===== src/hw/rtl/tpsg_pkg.sv =====
// ----------------------------------------------------------------------------
// tpsg_pkg
// Shared types, register map and colour tables for the playfield and sprite
// pixel generator.
// ----------------------------------------------------------------------------
package tpsg_pkg;

  // default video geometry
  localparam int unsigned LINE_WIDTH_DEF  = 160;
  localparam int unsigned LINE_COUNT_DEF  = 192;
  localparam int unsigned SPRITE_ROWS_DEF = 8;

  // playfield layout
  localparam int unsigned PF_BITS    = 20;
  localparam int unsigned BLOCK_BITS = 2;   // four pixels per playfield bit

  typedef enum logic {
    KIND_WRITE = 1'b0,
    KIND_PIXEL = 1'b1
  } kind_t;

  // video register map
  typedef enum logic [5:0] {
    REG_COLUP0 = 6'h06,
    REG_COLUP1 = 6'h07,
    REG_COLUPF = 6'h08,
    REG_COLUBK = 6'h09,
    REG_CTRLPF = 6'h0A,
    REG_PF0    = 6'h0D,
    REG_PF1    = 6'h0E,
    REG_PF2    = 6'h0F,
    REG_RESP0  = 6'h10,
    REG_RESP1  = 6'h11,
    REG_GRP0   = 6'h1B,
    REG_GRP1   = 6'h1C
  } reg_addr_t;

  // 3-bit level scaled by 255/7, truncated
  function automatic logic [7:0] scale3(input logic [2:0] lvl);
    logic [7:0] v;
    case (lvl)
      3'd0:    v = 8'd0;
      3'd1:    v = 8'd36;
      3'd2:    v = 8'd72;
      3'd3:    v = 8'd109;
      3'd4:    v = 8'd145;
      3'd5:    v = 8'd182;
      3'd6:    v = 8'd218;
      default: v = 8'd255;
    endcase
    return v;
  endfunction

  // 2-bit level scaled by 255/3
  function automatic logic [7:0] scale2(input logic [1:0] lvl);
    return {4{lvl}};
  endfunction

endpackage


===== src/hw/rtl/tpsg_req_if.sv =====
// ----------------------------------------------------------------------------
// tpsg_req_if
// Request channel: register write or pixel request.
// ----------------------------------------------------------------------------
interface tpsg_req_if;
  logic       valid;
  logic       ready;
  logic       kind;
  logic [5:0] register_address;
  logic [7:0] write_data;
  logic [7:0] pixel_x;
  logic [7:0] pixel_y;

  modport source (
    output valid, kind, register_address, write_data, pixel_x, pixel_y,
    input  ready
  );

  modport sink (
    input  valid, kind, register_address, write_data, pixel_x, pixel_y,
    output ready
  );
endinterface


===== src/hw/rtl/tpsg_rsp_if.sv =====
// ----------------------------------------------------------------------------
// tpsg_rsp_if
// Response channel: one RGB pixel.
// ----------------------------------------------------------------------------
interface tpsg_rsp_if;
  logic       valid;
  logic       ready;
  logic [7:0] red;
  logic [7:0] green;
  logic [7:0] blue;

  modport source (
    output valid, red, green, blue,
    input  ready
  );

  modport sink (
    input  valid, red, green, blue,
    output ready
  );
endinterface


===== src/hw/rtl/tia_playfield_sprite_pixel_generator.sv =====
// Path: a pixel request passes through the input stage and then the output
// register before its result is valid on rsp.
// Throughput: one item per cycle while req.ready is high; a register write
// takes one slot, no result. req.ready drops only while a pixel waits in the
// input stage for a full output register. rst (synchronous) empties both
// stages and clears all twelve video registers to zero.
// ----------------------------------------------------------------------------
// tia_playfield_sprite_pixel_generator
// Playfield and two-sprite pixel generator with a 12-register video map.
// ----------------------------------------------------------------------------
module tia_playfield_sprite_pixel_generator #(
  parameter int unsigned LINE_WIDTH  = tpsg_pkg::LINE_WIDTH_DEF,
  parameter int unsigned LINE_COUNT  = tpsg_pkg::LINE_COUNT_DEF,
  parameter int unsigned SPRITE_ROWS = tpsg_pkg::SPRITE_ROWS_DEF
) (
  input  logic     clk,
  input  logic     rst,
  tpsg_req_if.sink req,
  tpsg_rsp_if.source rsp
);
  import tpsg_pkg::*;

  // x arithmetic width: holds LINE_WIDTH and an 8-bit x
  localparam int unsigned PW = ($clog2(LINE_WIDTH + 1) > 8) ? $clog2(LINE_WIDTH + 1) : 8;
  localparam int unsigned YW = ($clog2(LINE_COUNT + 1) > 8) ? $clog2(LINE_COUNT + 1) : 8;
  localparam int unsigned BW = PW - BLOCK_BITS;

  localparam logic [PW-1:0] LW_C    = PW'(LINE_WIDTH);
  localparam logic [PW-1:0] LW_M1_C = PW'(LINE_WIDTH - 1);
  localparam logic [PW-1:0] HALF_C  = PW'(LINE_WIDTH / 2);
  localparam logic [PW-1:0] FULL_C  = PW'(2 * (LINE_WIDTH / 2));
  localparam logic [YW-1:0] LC_C    = YW'(LINE_COUNT);
  localparam logic [7:0]    ROWS_C  = 8'(SPRITE_ROWS);
  localparam logic [BW-1:0] PFB_C   = BW'(PF_BITS);

  // --------------------------------------------------------------------------
  // Video registers
  // --------------------------------------------------------------------------
  logic [7:0] colup0, colup1, colupf, colubk;
  logic [7:0] ctrlpf;
  logic [7:0] pf0, pf1, pf2;
  logic [7:0] resp0, resp1;
  logic [7:0] grp0, grp1;

  // --------------------------------------------------------------------------
  // Input stage
  // --------------------------------------------------------------------------
  logic       s1_valid;
  logic       s1_kind;
  logic [5:0] s1_addr;
  logic [7:0] s1_data;
  logic [7:0] s1_x;
  logic [7:0] s1_y;

  // output register
  logic       o_valid;
  logic [7:0] o_red, o_green, o_blue;

  logic out_free;
  logic s1_adv;
  logic s1_load;

  // A write leaves the input stage at once; a pixel needs room in the
  // output register.
  assign out_free = !o_valid || rsp.ready;
  assign s1_adv   = s1_valid && ((s1_kind == KIND_WRITE) || out_free);
  assign req.ready = !s1_valid || s1_adv;
  assign s1_load  = req.valid && req.ready;

  always_ff @(posedge clk) begin
    if (rst) begin
      s1_valid <= 1'b0;
    end else if (s1_load) begin
      s1_valid <= 1'b1;
    end else if (s1_adv) begin
      s1_valid <= 1'b0;
    end
  end

  always_ff @(posedge clk) begin
    if (s1_load) begin
      s1_kind <= req.kind;
      s1_addr <= req.register_address;
      s1_data <= req.write_data;
      s1_x    <= req.pixel_x;
      s1_y    <= req.pixel_y;
    end
  end

  // --------------------------------------------------------------------------
  // Register writes: take effect as the write leaves the input stage, so a
  // pixel behind it always sees it. Unknown addresses fall through.
  // --------------------------------------------------------------------------
  always_ff @(posedge clk) begin
    if (rst) begin
      colup0 <= '0;
      colup1 <= '0;
      colupf <= '0;
      colubk <= '0;
      ctrlpf <= '0;
      pf0    <= '0;
      pf1    <= '0;
      pf2    <= '0;
      resp0  <= '0;
      resp1  <= '0;
      grp0   <= '0;
      grp1   <= '0;
    end else if (s1_adv && (s1_kind == KIND_WRITE)) begin
      case (s1_addr)
        REG_COLUP0: colup0 <= s1_data;
        REG_COLUP1: colup1 <= s1_data;
        REG_COLUPF: colupf <= s1_data;
        REG_COLUBK: colubk <= s1_data;
        REG_CTRLPF: ctrlpf <= s1_data;
        REG_PF0:    pf0    <= s1_data;
        REG_PF1:    pf1    <= s1_data;
        REG_PF2:    pf2    <= s1_data;
        REG_RESP0:  resp0  <= s1_data;
        REG_RESP1:  resp1  <= s1_data;
        REG_GRP0:   grp0   <= s1_data;
        REG_GRP1:   grp1   <= s1_data;
        default: ;
      endcase
    end
  end

  // --------------------------------------------------------------------------
  // Pixel logic
  // --------------------------------------------------------------------------
  logic [PW-1:0]      x_ext;
  logic [PW-1:0]      pos_m;     // after mirroring
  logic [PW-1:0]      pos;       // position within the half line
  logic [BW-1:0]      pf_idx;
  logic [PF_BITS-1:0] pf_vec;
  logic               pf_hit;
  logic               on_screen;
  logic               row_ok;
  logic [7:0]         off0, off1;
  logic               sp0_hit, sp1_hit;
  logic [7:0]         colour;

  assign x_ext     = PW'(s1_x);
  assign on_screen = (x_ext < LW_C) && (YW'(s1_y) < LC_C);

  // Playfield bit order across a half line: PF0[4..7], PF1[7..0], PF2[0..7].
  always_comb begin
    for (int i = 0; i < 4; i++) begin
      pf_vec[i] = pf0[4 + i];
    end
    for (int i = 0; i < 8; i++) begin
      pf_vec[4 + i]  = pf1[7 - i];
      pf_vec[12 + i] = pf2[i];
    end
  end

  always_comb begin
    if (ctrlpf[0] && (x_ext >= HALF_C)) begin
      pos_m = LW_M1_C - x_ext;
    end else begin
      pos_m = x_ext;
    end
    // fold into the half line; an odd line width can reach twice the half
    if (pos_m >= FULL_C) begin
      pos = pos_m - FULL_C;
    end else if (pos_m >= HALF_C) begin
      pos = pos_m - HALF_C;
    end else begin
      pos = pos_m;
    end
  end

  assign pf_idx = pos[PW-1:BLOCK_BITS];
  // wide lines leave blocks past the 20th bit blank
  assign pf_hit = (pf_idx < PFB_C) && pf_vec[pf_idx[4:0]];

  // Sprites: eight pixels from the position column, MSB leftmost.
  assign row_ok  = s1_y < ROWS_C;
  assign off0    = s1_x - resp0;
  assign off1    = s1_x - resp1;
  assign sp0_hit = row_ok && (s1_x >= resp0) && (off0 < 8'd8) && grp0[~off0[2:0]];
  assign sp1_hit = row_ok && (s1_x >= resp1) && (off1 < 8'd8) && grp1[~off1[2:0]];

  // priority: off screen shows the background; else sprite 1, sprite 0, playfield, background
  always_comb begin
    if (!on_screen) begin
      colour = colubk;
    end else if (sp1_hit) begin
      colour = colup1;
    end else if (sp0_hit) begin
      colour = colup0;
    end else if (pf_hit) begin
      colour = colupf;
    end else begin
      colour = colubk;
    end
  end

  // --------------------------------------------------------------------------
  // Output register
  // --------------------------------------------------------------------------
  logic o_load;
  assign o_load = s1_adv && (s1_kind == KIND_PIXEL);

  always_ff @(posedge clk) begin
    if (rst) begin
      o_valid <= 1'b0;
    end else if (o_load) begin
      o_valid <= 1'b1;
    end else if (rsp.ready) begin
      o_valid <= 1'b0;
    end
  end

  always_ff @(posedge clk) begin
    if (o_load) begin
      o_red   <= scale3(colour[7:5]);
      o_green <= scale3(colour[4:2]);
      o_blue  <= scale2(colour[1:0]);
    end
  end

  assign rsp.valid = o_valid;
  assign rsp.red   = o_red;
  assign rsp.green = o_green;
  assign rsp.blue  = o_blue;

  // --------------------------------------------------------------------------
  // Assertions
  // --------------------------------------------------------------------------
  // Input stage only stalls behind a pixel that cannot move on.
  a_stall_cause: assert property (@(posedge clk) disable iff (rst)
    !req.ready |-> (s1_valid && (s1_kind == KIND_PIXEL) && o_valid && !rsp.ready))
    else $error("req stalled without a blocked pixel");

  // A pixel with room ahead is valid on rsp in the next cycle.
  a_pixel_moves: assert property (@(posedge clk) disable iff (rst)
    (s1_valid && (s1_kind == KIND_PIXEL) && out_free) |=> rsp.valid)
    else $error("pixel request lost");

  // Nothing appears on rsp unless a pixel was in the input stage.
  a_no_invent: assert property (@(posedge clk) disable iff (rst)
    (!(s1_valid && (s1_kind == KIND_PIXEL)) && out_free) |=> !rsp.valid)
    else $error("result without a pixel request");

  // Blue comes from a 2-bit level replicated across the byte.
  a_blue_levels: assert property (@(posedge clk) disable iff (rst)
    rsp.valid |-> (rsp.blue == {4{rsp.blue[1:0]}}))
    else $error("blue level out of table");

endmodule


===== src/flat_wrapper.sv =====
// flat-port wrapper written by rule: the top's interface ports become plain ports
module tia_playfield_sprite_pixel_generator_flat import tpsg_pkg::*;
#(
  parameter int unsigned LINE_WIDTH  = tpsg_pkg::LINE_WIDTH_DEF,
  parameter int unsigned LINE_COUNT  = tpsg_pkg::LINE_COUNT_DEF,
  parameter int unsigned SPRITE_ROWS = tpsg_pkg::SPRITE_ROWS_DEF
)
  (clk, rst, req_valid, req_kind, req_register_address, req_write_data, req_pixel_x, req_pixel_y, req_ready, rsp_valid, rsp_red, rsp_green, rsp_blue, rsp_ready);
  tpsg_req_if req_i ();
  tpsg_rsp_if rsp_i ();
  input  logic clk;
  input  logic rst;
  input wire logic [$bits(req_i.valid)-1:0] req_valid;
  input wire logic [$bits(req_i.kind)-1:0] req_kind;
  input wire logic [$bits(req_i.register_address)-1:0] req_register_address;
  input wire logic [$bits(req_i.write_data)-1:0] req_write_data;
  input wire logic [$bits(req_i.pixel_x)-1:0] req_pixel_x;
  input wire logic [$bits(req_i.pixel_y)-1:0] req_pixel_y;
  output wire logic [$bits(req_i.ready)-1:0] req_ready;
  output wire logic [$bits(rsp_i.valid)-1:0] rsp_valid;
  output wire logic [$bits(rsp_i.red)-1:0] rsp_red;
  output wire logic [$bits(rsp_i.green)-1:0] rsp_green;
  output wire logic [$bits(rsp_i.blue)-1:0] rsp_blue;
  input wire logic [$bits(rsp_i.ready)-1:0] rsp_ready;
  assign req_i.valid = req_valid;
  assign req_i.kind = req_kind;
  assign req_i.register_address = req_register_address;
  assign req_i.write_data = req_write_data;
  assign req_i.pixel_x = req_pixel_x;
  assign req_i.pixel_y = req_pixel_y;
  assign req_ready = req_i.ready;
  assign rsp_valid = rsp_i.valid;
  assign rsp_red = rsp_i.red;
  assign rsp_green = rsp_i.green;
  assign rsp_blue = rsp_i.blue;
  assign rsp_i.ready = rsp_ready;
  tia_playfield_sprite_pixel_generator #(.LINE_WIDTH(LINE_WIDTH), .LINE_COUNT(LINE_COUNT), .SPRITE_ROWS(SPRITE_ROWS)) u_core (.clk(clk), .rst(rst), .req(req_i), .rsp(rsp_i));
endmodule

===== config.mk =====
export PLATFORM = sky130hd
export DESIGN_NAME = tia_playfield_sprite_pixel_generator_flat
export DESIGN_NICKNAME = d
export VERILOG_FILES = /design/src/hw/rtl/tpsg_pkg.sv /design/src/hw/rtl/tpsg_req_if.sv /design/src/hw/rtl/tpsg_rsp_if.sv /design/src/hw/rtl/tia_playfield_sprite_pixel_generator.sv /design/src/flat_wrapper.sv
export SDC_FILE = /design/constraint.sdc
export NUM_CORES = 1
export LEC_CHECK = 0
export ABC_CLOCK_PERIOD_IN_PS = 3300
export BUFFER_PORTS_ARGS = -buffer_cell sky130_fd_sc_hd__buf_4
export CORE_MARGIN = 2
export CORE_UTILIZATION = 35
export DETAILED_ROUTE_END_ITERATION = 6
export PLACE_DENSITY = 0.56
export SLEW_MARGIN = 20
export SYNTH_ARGS = -nofsm -noshare
export SYNTH_HDL_FRONTEND = slang
export SYNTH_SLANG_ARGS = --single-unit

===== constraint.sdc =====
create_clock -name clk -period 3.3 [get_ports clk]
set_input_delay 0.66 -clock clk [delete_from_list [all_inputs] [get_ports clk]]
set_output_delay 0.66 -clock clk [all_outputs]
set_load 0.05 [all_outputs]

Yosys cells after proc, flatten, opt, wreduce, memory -nomap -nowiden
Cells that the tools add are included.

word-level totals
  bits in registers = 146
  bits in latches = 0
  RAM bits = 0
  ROM bits = 0
  bits of input ports = 35
  output and inout port bits = 26
  memories = 0

operators by class
  add/subtract/negate cells = 5
  $mul = 0
  divide/modulo/power cells = 0
  $lt $le $gt $ge = 14
  eq/ne operators = 24
  shift operators = 0
  muxes and demuxes = 19
  bitwise operators = 3
  reduce and logical (&&, ||, !) cells = 34

operators with widths
  cell                                                         number
  case mux 8 bit (7 select lines)                              2
  two-way mux 8 bit                                            7
  equality test 6 x 4 -> 1 bit (second input constant)         6
  equality test 6 x 5 -> 1 bit (second input constant)         4
  less-than comparator 8 x 4 -> 1 bit (second input constant)  3
  AND reduction 2 bit                                          12
  equality test 3 bit (second input constant)                  6
  >= comparator 8 x 7 -> 1 bit (second input constant)         2
  >= comparator 8 bit                                          2
  less-than comparator 8 bit (second input constant)           2
  subtractor 8 bit                                             2
  logical AND 1 bit                                            13
  equality test 3 x 2 -> 1 bit (second input constant)         4
  equality test 6 x 3 -> 1 bit (second input constant)         2
  >= comparator 8 bit (second input constant)                  1
  less-than comparator 3 x 4 -> 1 bit (second input constant)  2
  subtractor 8 x 7 -> 8 bit (second input constant)            1
  subtractor 8 bit (first input constant)                      1
  subtractor 8 bit (second input constant)                     1
  two-way mux 1 bit                                            7
  binary-select mux 1 bit (select 3 bit)                       2
  equality test 3 x 1 -> 1 bit (second input constant)         2
  logical NOT 3 bit                                            2
  less-than comparator 5 x 6 -> 1 bit (second input constant)  1
  other kinds (7)                                              12

Logic depth before layout (Yosys ltp)
  depth after elaboration = 15
  depth in mapped cells = 17
  mapped depth without buffers = 15

Worst setup path after synthesis
Ideal clock, no wire load.

  path kind = register -> register
  from = register u_core.s1_x[0]
  to = register u_core.o_green[1] (netlist: u_core.rsp.green[1]) (data pin)
  setup time = 0.254 ns
  arrival = 3.200 ns
  data required time = 3.046 ns
  setup slack = -0.154 ns
  stages on the path, launching flop included = 14
  path buffers = 0
  clock period less this slack = 3.454 ns
  path through = edfxtp_1 inv_1 ha_1 inv_1 fa_1 mux4_2 mux2i_1 a2111oi_0 o211ai_1 or4b_2 or2b_2 o211a_1 inv_2 o21a_1

on the way
  longest elaborated chain between the ends = 15
  elaborated cells between the ends (all ways) = 46
  classes of those cells = add/sub: 5; order compare: 9; eq/ne: 6; mux: 14; bitwise: 2; reduce/logical: 10

ends and longest elaborated chain
  what                                                                       RTL line                                                                                  source
  start, declared                                                            tia_playfield_sprite_pixel_generator.sv:52                                                logic [7:0] s1_x;
  start signal, assigned                                                     tia_playfield_sprite_pixel_generator.sv:85                                                s1_x <= req.pixel_x;
  >= comparator 8 x 7 -> 1 bit                                               tia_playfield_sprite_pixel_generator.sv:157                                               if (ctrlpf[0] && (x_ext >= HALF_C)) begin
  logical AND 1 bit                                                          tia_playfield_sprite_pixel_generator.sv:157
  two-way mux 8 bit                                                          tia_playfield_sprite_pixel_generator.sv:157
  subtractor 8 x 7 -> 8 bit or >= comparator 8 x 7 -> 1 bit (tied branches)  tia_playfield_sprite_pixel_generator.sv:166, tia_playfield_sprite_pixel_generator.sv:165
  two-way mux 8 bit                                                          tia_playfield_sprite_pixel_generator.sv:165                                               end else if (pos_m >= HALF_C) begin
  two-way mux 8 bit                                                          tia_playfield_sprite_pixel_generator.sv:163                                               if (pos_m >= FULL_C) begin
  binary-select mux 1 bit (select 5 bit)                                     tia_playfield_sprite_pixel_generator.sv:174                                               assign pf_hit = (pf_idx < PFB_C) && pf_vec[pf_idx[4:0]];
  two-way mux 1 bit (not written as such)                                    tia_playfield_sprite_pixel_generator.sv:174
  logical AND 1 bit                                                          tia_playfield_sprite_pixel_generator.sv:174
  two-way mux 8 bit                                                          tia_playfield_sprite_pixel_generator.sv:191                                               end else if (pf_hit) begin
  two-way mux 8 bit                                                          tia_playfield_sprite_pixel_generator.sv:189                                               end else if (sp0_hit) begin
  two-way mux 8 bit                                                          tia_playfield_sprite_pixel_generator.sv:187                                               end else if (sp1_hit) begin
  two-way mux 8 bit (*)                                                      tia_playfield_sprite_pixel_generator.sv:185                                               if (!on_screen) begin
  equality test 3 bit, or another cell as far along                          tpsg_pkg.sv:41                                                                            case (lvl)
  case mux 8 bit (7 select lines) (*)                                        tpsg_pkg.sv:41
  end signal, assigned                                                       tia_playfield_sprite_pixel_generator.sv:217                                               o_green <= scale3(colour[4:2]);
  end, declared                                                              tia_playfield_sprite_pixel_generator.sv:57                                                logic [7:0] o_red, o_green, o_blue;

Mark *: on every way between the ends. The rest lies on a longest branch, timed or not. The select of a mux whose other input is x is not followed.
A chain may end at the register's enable or synchronous reset.

Final worst setup path
  from = register u_core.s1_x[0]
  to = register u_core.o_green[0] (netlist: u_core.rsp.green[0]) (data pin)

The elaborated chain is that of the path after synthesis.

==> summary.md <==
| Metric | Value |
|---|---|
| Pin count of the biggest net entering global routing | between 80 and 90 |
| Antenna violations before repair | 0 |
| Rel. slew slack | ~34% |
| Compound-Gate Fraction of Synth Area | between 10% and 20% |
| Setup violators final | 10 |
| Yosys cell types | 60 |
| Ys async rst share | 0% |
| EDFF count, synth | 40 |
| Vias per cell | 5.022 |
| First drt pass iteration count | 4 |
| Synth top area cells | dfxtp_1 (28%), edfxtp_1 (19%), mux2i_1 (15%) |
| Cells after Synth | 614 |
| CTS Hold Bufs | 0 |
| Number of I/O pins | between 60 and 70 |
| CTS Buffer Depth | 2 |
| Port bufs | 57 |
| Number of instances in the placed design | roughly 900 |
| Share of layout cells above drive strength 1 | 27.23% |
| Core footprint | 0.01730 mm2 |
| Synth Area in Adders | 4.891% |
| Final Hold Viols | 0 |
| Total routed wirelength | around 15000 um |
| RSZ-0062 raised after global routing | true |
| Maximum VDD drop | 0.0003836 V |
| Period utilization | 106.5% |
| GR peak layer | met2 |
| Area fraction of the dominant cell type after synthesis | about 28% |
| Die area | 0.01877 mm2 |
| Startpoint Class | flip-flop |
| Post-Syn Nets | 672 |
| Vias in the first global route | approximately 4800 |
| First-pass GRT wire length | 24430 um |
| Worst-margin pin slew | 0.9974 ns |
| Num CTS Buffers | 17 |
| Met2 Track Usage GR | between 20% and 30% |
| CP Data Required Time | 3.46 ns |
| Iteration-0 DRC Markers | 211 |
| PwrDens | 493.5 mW/mm2 |
| FF-to-FF path depth | 16 |
| Fin Clk Skew | slightly below 0.009 ns |
| Setup TNS | -1.102 ns |
| Syn. warnings | 0 |
| Top cells by count, synth | nor2_1 (98), mux2i_1 (92), dfxtp_1 (87) |
| CP Max Fanout | 5 |
| Finished Layout Cells | 941 |
| Synth Flop Type | dfxtp_1 |
| Worst hold path class | in -> reg |
| Final net count | 761 |
| Gr usage total | between 10% and 20% |
| Slew Viols, Final | 0 |
| H-tree depth | 4 |
| Post-route DRC | 0 |
| Area Growth Syn to Fin | 29.41% |
| Die Width | 137.0 um |
| Post-synth top area cell | dfxtp_1 |
| Fin crit period | 3.516 ns |
| Via count | 4726 |
| M3 GR Usage | 4.037% |
| Clock sinks | 127 |
| Min-Delay Path Depth | 1 |
| Main combinational cell family by area after synthesis | multiplexers |
| Worst-path clk slew | 0.06 ns |
| Synth Area in Simple Gates | 13.92% |
| Average routed wire per standard cell | approximately 16 um |
| Remaining global-route overflow | 0 |
| N_diodes | 0 |
| Kind of critical path | reg -> reg |
| FF+latch count, synth | 127 |
| Final WS setup | -0.2157 ns |
| Pre-CTS setup slack | -0.4836 ns |
| Status | finished, violations left |
| Final Core Density | 46.32% |
| Post-synthesis mux area share | 16.51% |
| Sequential share of the synthesized area | 47.53% |
| Clk Tree Root Cell | clkbuf_16 |
| CP arrival | 3.68 ns |
| Worst skew pair latency | 0.42 ns |
| Syn Area/Cell | 10.08 um2 |
| Mapped cell area | 0.006191 mm2 |
| GR Layer Usage met1 | a little over a fifth |
| Placed wire-length estimate | 10250 um |
| Count leader, synth | nor2_1 |
| Critical path endpoint category | flip-flop |
| P_leak | 3.272 nW |
| TritonCTS clock tree | yes |
| GP Congestion | roughly 0.84 |
| Max-Cap Viols | 0 |
| Num rows | 48 |
| Initial Utilization | a little over a third |
| Die Span Y | 137.0 um |
| Post-route ant nets | 0 |
| Failing checks | setup timing |
| Total chip power | 3.954 mW |
| Highest clock rate | between 200 and 300 MHz |
| Post-synthesis xor/xnor area fraction | less than 1% |
-- per-stage QoR --
step	cell area [um2]	hold WS [ns]
final	8011	0.4156
after global routing	8011	0.3933
after CTS	7906	0.3944
after detailed placement	7064	0.4540
after global placement	7064	0.4419
after floorplan	6200	0.4320
-- timing repair --
action,in CTS,in global routing
pin swaps,14,8
endpoints found under the setup margin,12,12
resized for setup,33,26
setup buffers,8,2
-- kinds of logic (layout without fill, tap and decap cells) --
group / after synthesis / count (layout)
compound gates: 103 / 103
xor+xnor: 5 / 5
fa+ha+maj: 23 / 23
buf+inv: 69 / 171
flops: 127 / 127
mux: 97 / 97
simple gates: 190 / 190
-- routing by layer --
| layer | up-vias | wire [um] |
|---|---|---|
| met2 | 107 | 7299 |
| met4 | 0 | 218 |
| met1 | 2250 | 6857 |
| met5 | - | 0 |
| met3 | 20 | 634 |
| li1 | 2349 | - |
-- power by group --
part	total, mW	switching, mW	internal, mW
sequential	1.68	0.0435	1.64
clock	1.92	0.695	1.22
combinational	0.353	0.190	0.162
total	3.95	0.929	3.02
-- layout make-up --
cell class,instances,area (um2)
Clock inverter,10,122.6
Fill cell,1616,9285
Multi-Input combinational cell,418,3176
Inverter,27,101.3
Clock buffer,22,495.5
Timing Repair Buffer,112,892.1
Sequential cell,127,2943
Tap cell,225,281.5
-- layout by cell type (no fill, tap or decap), types with 3 or more instances in the layout --
cell type	netlist	final
a211oi_1	5	4
a21o_1	3	3
a21oi_1	25	20
a21oi_2	0	4
a22o_1	4	4
a22oi_1	4	4
buf_4	12	103
buf_6	1	7
clkbuf_16	0	18
clkbuf_8	0	3
clkinv_4	0	3
dfxtp_1	87	87
edfxtp_1	40	40
ha_1	21	19
inv_1	25	21
inv_2	2	6
mux2i_1	92	87
mux2i_2	0	4
mux4_2	4	4
nand2_1	37	36
nand2b_1	4	4
nand3_1	8	8
nand4_1	5	5
nor2_1	98	97
nor2b_1	13	11
nor3_1	6	6
o21a_1	6	6
o21ai_0	16	10
o21ai_1	1	5
o21ai_4	0	4
o22a_1	6	6
o22ai_1	9	9
xnor2_1	5	4
-- path summary, 6_finish.rpt --
| check | end | slack, ns | start |
|---|---|---|---|
| max | u_core.rsp.green[0] | -0.22 | u_core.s1_x[0] |
| min | u_core.s1_data[0] | 0.42 | req_write_data[0] |
| max reg2reg | u_core.rsp.green[0] | -0.22 | u_core.s1_x[0] |
| min reg2reg | u_core.pf2[1] | 0.46 | u_core.pf2[1] |
-- critical path, cell delays in order (launching register included) --
cell	delay (ns)
edfxtp_1	0.42
inv_2	0.10
buf_6	0.10
ha_4	0.12
inv_2	0.03
fa_1	0.52
mux4_2	0.52
mux2_4	0.30
o311ai_4	0.08
a2111oi_4	0.11
or2_4	0.27
buf_6	0.12
nor2_4	0.20
nand2_1	0.10
o211a_4	0.16
nand2_1	0.06
mux2i_1	0.05
(Power assumes the default switching activity.)
